`config.mk`:
```
export PLATFORM = sky130hd
export DESIGN_NAME = gyro_frame_parser
export DESIGN_NICKNAME = d
export VERILOG_FILES = /design/src/rtl/gfp_pkg.sv /design/src/rtl/gfp_frame_buf.sv /design/src/rtl/gfp_frame_check.sv /design/src/rtl/gyro_frame_parser.sv
export SDC_FILE = /design/constraint.sdc
export NUM_CORES = 1
export LEC_CHECK = 0
export BUFFER_PORTS_ARGS = -buffer_cell sky130_fd_sc_hd__clkbuf_2
export CAP_MARGIN = 10
export CORE_MARGIN = 8
export CORE_UTILIZATION = 55
export DETAILED_ROUTE_END_ITERATION = 7
export HOLD_SLACK_MARGIN = 0.1
export PLACE_DENSITY = 0.73
export SKIP_CTS_REPAIR_TIMING = 1
export SYNTH_ARGS = -nofsm -noshare
export SYNTH_HDL_FRONTEND = slang
export SYNTH_SLANG_ARGS = --single-unit
```
`constraint.sdc`:
```
create_clock -name clk_i -period 7.5 [get_ports clk_i]
set_input_delay 1.125 -clock clk_i [delete_from_list [all_inputs] [get_ports clk_i]]
set_output_delay 1.125 -clock clk_i [all_outputs]
set_load 0.1 [all_outputs]
```
`src/rtl/gfp_pkg.sv`:
```
package gfp_pkg;

  // Frame geometry default
  localparam int FrameBytesDef = 11;

  // Header and frame type codes
  localparam logic [7:0] HeaderByte = 8'h55;
  localparam logic [7:0] TypeAngle  = 8'h53;
  localparam logic [7:0] TypeRate   = 8'h52;

  // Fixed-point scaling: yaw = floor(raw*45/32), rate = floor(raw*125/128)
  localparam int YawMul    = 45;
  localparam int YawShift  = 5;
  localparam int RateMul   = 125;
  localparam int RateShift = 7;

  localparam int YawW  = 17;
  localparam int RateW = 16;

  typedef enum logic [2:0] {
    StAngleOk   = 3'd0,
    StRateOk    = 3'd1,
    StShort     = 3'd2,
    StLong      = 3'd3,
    StBadSum    = 3'd4,
    StBadHeader = 3'd5,
    StBadType   = 3'd6
  } status_e;

  // Frame as it stands after the current byte is taken in
  typedef struct packed {
    logic       short_f;
    logic       long_f;
    logic [7:0] sum;
    logic [7:0] hdr;
    logic [7:0] typ;
    logic [7:0] b4;
    logic [7:0] b5;
    logic [7:0] b6;
    logic [7:0] b7;
    logic [7:0] chk;
  } frame_view_t;

  // Check outcome and converted values
  typedef struct packed {
    status_e                   status;
    logic                      upd_yaw;
    logic                      upd_rate;
    logic signed [YawW-1:0]    yaw;
    logic signed [RateW-1:0]   y_rate;
    logic signed [RateW-1:0]   z_rate;
  } check_res_t;

endpackage

```
`src/rtl/gfp_frame_buf.sv`:
```
module gfp_frame_buf import gfp_pkg::*; #(
  parameter int FRAME_BYTES = FrameBytesDef
) (
  input  logic        clk_i,
  input  logic        rst_ni,
  input  logic        adv_i,
  input  logic [7:0]  byte_i,
  input  logic        end_i,
  output frame_view_t view_o
);

  localparam int CntW = $clog2(FRAME_BYTES + 2);
  localparam int IdxW = $clog2(FRAME_BYTES);
  localparam logic [CntW-1:0] CntFull = CntW'(FRAME_BYTES);
  localparam logic [CntW-1:0] CntSum  = CntW'(FRAME_BYTES - 1);

  logic [7:0]      store_q [FRAME_BYTES];
  logic [CntW-1:0] cnt_q, cnt_d, cnt_nx;
  logic [7:0]      sum_q, sum_d, sum_nx;
  logic            in_store;

  // Byte at a fixed place, with the incoming byte forwarded
  function automatic logic [7:0] pick(input logic [CntW-1:0] cnt, input logic [7:0] b,
                                      input logic [7:0] stored, input int k);
    return (cnt == CntW'(k)) ? b : stored;
  endfunction

  assign in_store = (cnt_q < CntFull);
  assign sum_nx   = (cnt_q < CntSum) ? sum_q + byte_i : sum_q;
  assign cnt_nx   = (cnt_q <= CntFull) ? cnt_q + 1'b1 : cnt_q;

  // Count and sum clear at every burst end
  always_comb begin
    cnt_d = cnt_q;
    sum_d = sum_q;
    if (adv_i) begin
      cnt_d = end_i ? '0 : cnt_nx;
      sum_d = end_i ? '0 : sum_nx;
    end
  end

  always_ff @(posedge clk_i or negedge rst_ni) begin
    if (!rst_ni) begin
      cnt_q <= '0;
      sum_q <= '0;
    end else begin
      cnt_q <= cnt_d;
      sum_q <= sum_d;
    end
  end

  // Frame store, written in arrival order
  always_ff @(posedge clk_i) begin
    if (adv_i && in_store) begin
      store_q[cnt_q[IdxW-1:0]] <= byte_i;
    end
  end

  always_comb begin
    view_o.short_f = (cnt_nx < CntFull);
    view_o.long_f  = (cnt_nx > CntFull);
    view_o.sum     = sum_nx;
    view_o.hdr     = pick(cnt_q, byte_i, store_q[0], 0);
    view_o.typ     = pick(cnt_q, byte_i, store_q[1], 1);
    view_o.b4      = pick(cnt_q, byte_i, store_q[4], 4);
    view_o.b5      = pick(cnt_q, byte_i, store_q[5], 5);
    view_o.b6      = pick(cnt_q, byte_i, store_q[6], 6);
    view_o.b7      = pick(cnt_q, byte_i, store_q[7], 7);
    view_o.chk     = pick(cnt_q, byte_i, store_q[FRAME_BYTES-1], FRAME_BYTES - 1);
  end

`ifndef SYNTHESIS
  a_cnt_bound: assert property (@(posedge clk_i) disable iff (!rst_ni)
    cnt_q <= CntW'(FRAME_BYTES + 1))
    else $error("byte count beyond saturation");
`endif

endmodule

```
`src/rtl/gfp_frame_check.sv`:
```
module gfp_frame_check import gfp_pkg::*; (
  input  frame_view_t view_i,
  output check_res_t  res_o
);

  localparam int YawPW  = 22;
  localparam int RatePW = 23;

  logic signed [15:0]       yaw_raw, yr_raw, zr_raw;
  logic signed [YawPW-1:0]  yaw_p;
  logic signed [RatePW-1:0] yr_p, zr_p;

  assign yaw_raw = {view_i.b7, view_i.b6};
  assign yr_raw  = {view_i.b5, view_i.b4};
  assign zr_raw  = {view_i.b7, view_i.b6};

  // Scale by constant; arithmetic shift floors
  assign yaw_p = YawPW'(yaw_raw) * YawPW'(YawMul);
  assign yr_p  = RatePW'(yr_raw) * RatePW'(RateMul);
  assign zr_p  = RatePW'(zr_raw) * RatePW'(RateMul);

  // Checks in priority order: length, sum, header, type
  always_comb begin
    res_o.yaw      = yaw_p[YawShift +: YawW];
    res_o.y_rate   = yr_p[RateShift +: RateW];
    res_o.z_rate   = zr_p[RateShift +: RateW];
    res_o.upd_yaw  = 1'b0;
    res_o.upd_rate = 1'b0;
    if (view_i.short_f) begin
      res_o.status = StShort;
    end else if (view_i.long_f) begin
      res_o.status = StLong;
    end else if (view_i.sum != view_i.chk) begin
      res_o.status = StBadSum;
    end else if (view_i.hdr != HeaderByte) begin
      res_o.status = StBadHeader;
    end else if (view_i.typ == TypeAngle) begin
      res_o.status  = StAngleOk;
      res_o.upd_yaw = 1'b1;
    end else if (view_i.typ == TypeRate) begin
      res_o.status   = StRateOk;
      res_o.upd_rate = 1'b1;
    end else begin
      res_o.status = StBadType;
    end
  end

endmodule

```
`src/rtl/gyro_frame_parser.sv`:
```
// Path: a burst-end byte's result reaches the outputs through the input register,
// then the result register.
// Throughput: one byte per cycle; the input register frees while a result waits
// in the output register, and only a second burst-end byte stalls behind it.
// Reset: asynchronous, active low; clears byte count, running sum, held yaw and
// rates and all valid flags. Frame store bytes need no reset.
module gyro_frame_parser import gfp_pkg::*; #(
  parameter int FRAME_BYTES = FrameBytesDef
) (
  input  logic                    clk_i,
  input  logic                    rst_ni,
  input  logic                    in_valid_i,
  output logic                    in_stall_o,
  input  logic [7:0]              rx_byte_i,
  input  logic                    burst_end_i,
  output logic                    out_valid_o,
  input  logic                    out_stall_i,
  output logic [2:0]              status_o,
  output logic signed [YawW-1:0]  yaw_angle_o,
  output logic signed [RateW-1:0] y_rate_o,
  output logic signed [RateW-1:0] z_rate_o
);

  logic                    s1_valid_q, s1_valid_d;
  logic [7:0]              s1_byte_q;
  logic                    s1_end_q;
  logic                    out_valid_q, out_valid_d;
  status_e                 status_q;
  logic signed [YawW-1:0]  held_yaw_q, held_yaw_d;
  logic signed [RateW-1:0] held_yr_q, held_yr_d;
  logic signed [RateW-1:0] held_zr_q, held_zr_d;
  logic                    in_acc, blocked, adv, load;
  frame_view_t             view;
  check_res_t              res;

  // Handshake: only a burst-end byte waits on a full, stalled output
  assign blocked    = s1_end_q && out_valid_q && out_stall_i;
  assign in_stall_o = s1_valid_q && blocked;
  assign in_acc     = in_valid_i && !in_stall_o;
  assign adv        = s1_valid_q && !blocked;
  assign load       = adv && s1_end_q;

  // Input register
  assign s1_valid_d = in_acc ? 1'b1 : (adv ? 1'b0 : s1_valid_q);

  always_ff @(posedge clk_i or negedge rst_ni) begin
    if (!rst_ni) begin
      s1_valid_q <= 1'b0;
    end else begin
      s1_valid_q <= s1_valid_d;
    end
  end

  always_ff @(posedge clk_i) begin
    if (in_acc) begin
      s1_byte_q <= rx_byte_i;
      s1_end_q  <= burst_end_i;
    end
  end

  gfp_frame_buf #(
    .FRAME_BYTES(FRAME_BYTES)
  ) u_buf (
    .clk_i  (clk_i),
    .rst_ni (rst_ni),
    .adv_i  (adv),
    .byte_i (s1_byte_q),
    .end_i  (s1_end_q),
    .view_o (view)
  );

  gfp_frame_check u_check (
    .view_i (view),
    .res_o  (res)
  );

  // Held values and result register
  always_comb begin
    out_valid_d = out_valid_q && out_stall_i;
    held_yaw_d  = held_yaw_q;
    held_yr_d   = held_yr_q;
    held_zr_d   = held_zr_q;
    if (load) begin
      out_valid_d = 1'b1;
      if (res.upd_yaw) begin
        held_yaw_d = res.yaw;
      end
      if (res.upd_rate) begin
        held_yr_d = res.y_rate;
        held_zr_d = res.z_rate;
      end
    end
  end

  always_ff @(posedge clk_i or negedge rst_ni) begin
    if (!rst_ni) begin
      out_valid_q <= 1'b0;
      held_yaw_q  <= '0;
      held_yr_q   <= '0;
      held_zr_q   <= '0;
    end else begin
      out_valid_q <= out_valid_d;
      held_yaw_q  <= held_yaw_d;
      held_yr_q   <= held_yr_d;
      held_zr_q   <= held_zr_d;
    end
  end

  always_ff @(posedge clk_i) begin
    if (load) begin
      status_q <= res.status;
    end
  end

  assign out_valid_o = out_valid_q;
  assign status_o    = status_q;
  assign yaw_angle_o = held_yaw_q;
  assign y_rate_o    = held_yr_q;
  assign z_rate_o    = held_zr_q;

`ifndef SYNTHESIS
  a_out_from_end: assert property (@(posedge clk_i) disable iff (!rst_ni)
    $rose(out_valid_q) |-> $past(load))
    else $error("result appeared without a burst-end byte");

  a_stall_cause: assert property (@(posedge clk_i) disable iff (!rst_ni)
    in_stall_o |-> (s1_valid_q && s1_end_q && out_valid_q))
    else $error("input stalled without a waiting result");

  a_rate_hold: assert property (@(posedge clk_i) disable iff (!rst_ni)
    !(load && res.upd_rate) |=> ($stable(held_yr_q) && $stable(held_zr_q)))
    else $error("held rates changed without a rate frame");

  a_yaw_hold: assert property (@(posedge clk_i) disable iff (!rst_ni)
    !(load && res.upd_yaw) |=> $stable(held_yaw_q))
    else $error("held yaw changed without an angle frame");
`endif

endmodule

```
==> impl_results.md <==
* Minimum clock period at 6.62 ns
* Dpl hpwl at 20300 um
* VDD IR max at 0.136 mV
* Post-Syn Nets at 1520
* Clock skew at 0.0135 ns
* Seq pwr share at 21.2%
* Vias in the first global route at approximately 9200
* Wire length on met3 at 932 um
* Worst Path Class, Setup: reg -> reg
* Share of flip-flops with an asynchronous set or reset at 48.1%
* HP Class: reg -> reg
* Remaining antenna violation count after routing at 0
* Antenna cell count at 0
* Die H at 169 um
* Core Util, Final at around three fifths
* Pin count of the biggest net entering global routing at 64
* Root Buffer: clkbuf_16
* Area contributors post-synth: fa_1, edfxtp_1, ha_1
* Register bit total from synthesis at 131
* Lkg Pwr at 7.13 nW
* Starting DRT DRC Count at 460
* Fmax achieved at 0.151 GHz
* DRC at 0
* Clk slew on worst S/H paths at 0.06 ns
* Final Max Tran Viols at 0
* Fillcell total at 1959
* Avg Cell Area, Syn at 10.3 sq um
* CTS Buffer Depth at 2
* Synthesized instance count at 1247
* Cell Pwr Density at approximately 280 nW/um^2
* Synth warn at 0
* Final setup vio count at 0
* Most frequent cells in the layout: inv_1, ha_1, fa_1
* Net switching power at 1.66 mW
* Outcome: finished, final reports clean
* Port Buffers at 66
* Total clock buffers created by CTS at 17
* Total grt overflow at 0
* CTS tree: yes
* # IOs at 67
* Via count at 8757
* Initial antenna violation count at 0
* Layout cell share with drive strength beyond 1 at 12.0%
* Commonest non-fill, non-tap cell in the layout: inv_1
* Yosys top cell by area: fa_1
* Met1 WL at between 10000 and 15000 um
* Die Area at 28400 sq um
* Average wire per standard cell at 15.9 um
* Max cap viols at 0
* Clock share of power at 22.3%
* Critical path data arrival time at 6.92 ns
* GP Congestion at 0.853
* Period utilisation layout at about 88%
* Final wirelength at ~26000 um
* DR top layer: met4
* Avg Vias per Cell at 5.31
* Post-synth top area share at 17.0%
* Synth unique cells at 72
* Slew margin rel. at 23.1%
* Tot GR Track Use at 19.5%
* Die Wd at 169 um
* CTS Sinks at 131
* Element type at the critical path end: register
* Row cnt at 56
* 1st-pass router iterations at 7
* Nets@finish at 1589
* RSZ-0062 raised after global routing: no
* WP data required at 7.80 ns
* Crit start category: register
* Worst-skew pair later-pin latency at 0.43 ns
* Layout area overhead at 10.0%
* H-tree depth at 4
* Core area at 23200 sq um
* Switching share of total power at between 40% and 50%
* Final Hold Vio Count at 0
* First-pass GRT wire length at 44800 um
* Dominant synthesized flop cell: edfxtp_1
* Slew of the pin with the lowest slew margin at 1.15 ns
* Netlist Area Pre-Place at 12800 sq um
* Critical path fanouts, max at 16
* Internal at between 2 and 2.5 mW
* Initial cell density of the core at a little under three fifths
* Gate power share at 56.5%
* Metal2 WL at 12700 um
* Number of flops mapped to enable cells by yosys at 68
* Register area share after synthesis at roughly 28%
* TNS Setup at 0 ns
final timing paths:
path | start | endpoint | slack (ns) | cells after the start
min | yaw_angle_o[3] | yaw_angle_o[3] | 0.48 | 2
min in group asynchronous | rst_ni | yaw_angle_o[15] | 0.81 | 1
max in group asynchronous | rst_ni | y_rate_o[14] | 6.13 | 1
max reg2reg | u_buf.cnt_q[2] | z_rate_o[15] | 0.88 | 18
min reg2reg | yaw_angle_o[3] | yaw_angle_o[3] | 0.48 | 2
max | u_buf.cnt_q[2] | z_rate_o[15] | 0.88 | 18
metrics by stage:
stage	cells	total power, mW	instance area [sq um]	hold slack, ns	setup slack [ns]
after floorplan	1247	2.64	12800	0.464	1.28
after global placement	1615	3.01	13500	0.462	1.04
after detailed placement	1615	3.06	13500	0.469	0.895
after CTS	1647	3.96	14100	0.484	0.865
after global routing	1648	4.33	14100	0.512	0.421
final	1648	3.94	14100	0.477	0.880
cell usage after synthesis (3+ instances only):
cell type	count
a22o_1	6
o21a_1	5
or2_2	8
and3_1	11
buf_4	3
fa_1	109
and2_1	9
nand2b_1	9
a31oi_1	7
mux2_4	6
nor4bb_1	3
nand3_1	11
o21ai_1	20
clkbuf_1	10
dfrtp_1	63
nor3_1	7
a31o_2	3
mux2i_1	28
nor2b_1	8
o21bai_1	9
xnor2_1	63
nand4_1	5
o21ai_0	55
nand3b_1	3
ha_1	151
mux2_2	28
nand2_1	89
a21oi_1	35
a211oi_1	5
edfxtp_1	68
inv_1	229
buf_2	7
nor2_1	36
a21o_1	34
xor2_1	53
final cells by class:
| cell class | count | area (sq um) | share of cell area [%] |
|---|---|---|---|
| timing repair buffer | 73 | 383 | 2.72 |
| sequential | 131 | 3620 | 25.7 |
| clock buffer | 17 | 425 | 3.02 |
| tap | 319 | 399 | 2.83 |
| multi-input combinational | 862 | 8220 | 58.3 |
| clock inverter | 15 | 185 | 1.31 |
| inverter | 231 | 867 | 6.15 |
metal layers:
| layer | vias to the layer above | track usage (%) |
|---|---|---|
| li1 | 4292 | - |
| met1 | 4294 | 24.8 |
| met2 | 144 | 33.6 |
| met3 | 27 | 3.80 |
| met4 | 0 | 5.24 |
| met5 | - | 0 |
sequential cells by signal, summed over array words and instances (netlist names):
register	flops
status_o	3
u_buf.store_q	56
z_rate_o	16
out_valid_o	1
s1_byte_q	8
u_buf.sum_q	8
y_rate_o	16
s1_valid_q	1
yaw_angle_o	17
s1_end_q	1
u_buf.cnt_q	4
logic make-up after synthesis:
| kind of cell | Yosys count | share of synthesized area, % |
|---|---|---|
| adders and majority gates | 262 | 31.9 |
| buffers and inverters | 254 | 7.61 |
| and+or+nand+nor | 220 | 8.71 |
| AOI/OAI and AO/OA | 200 | 10.0 |
| DFF | 131 | 28.2 |
| xor gates and xnor gates | 117 | 8.12 |
| muxes | 62 | 5.35 |
| other | 1 | 0.0293 |
critical path, cell delays in order (launching register included):
cell	delay [ns]
dfrtp_1	0.65
nor2b_1	0.23
nand2_1	0.46
mux2i_1	0.66
inv_1	0.48
fa_1	0.61
fa_1	0.50
fa_1	0.50
inv_1	0.05
fa_1	0.47
inv_1	0.04
ha_1	0.36
a21oi_1	0.17
o21ai_0	0.10
a31oi_1	0.34
o21bai_1	0.17
a211oi_1	0.28
xor2_1	0.29
o21ai_0	0.11
power by group through the flow:
stage	registers (mW)	clock network, mW	logic (mW)
CTS	0.834	0.890	2.24
global route	0.839	0.921	2.57
detailed placement	0.848	0	2.22
floorplan	0.842	0	1.79
finish	0.835	0.881	2.23
global placement	0.845	0	2.16
No activity file was read; power rests on OpenSTA's default activity.
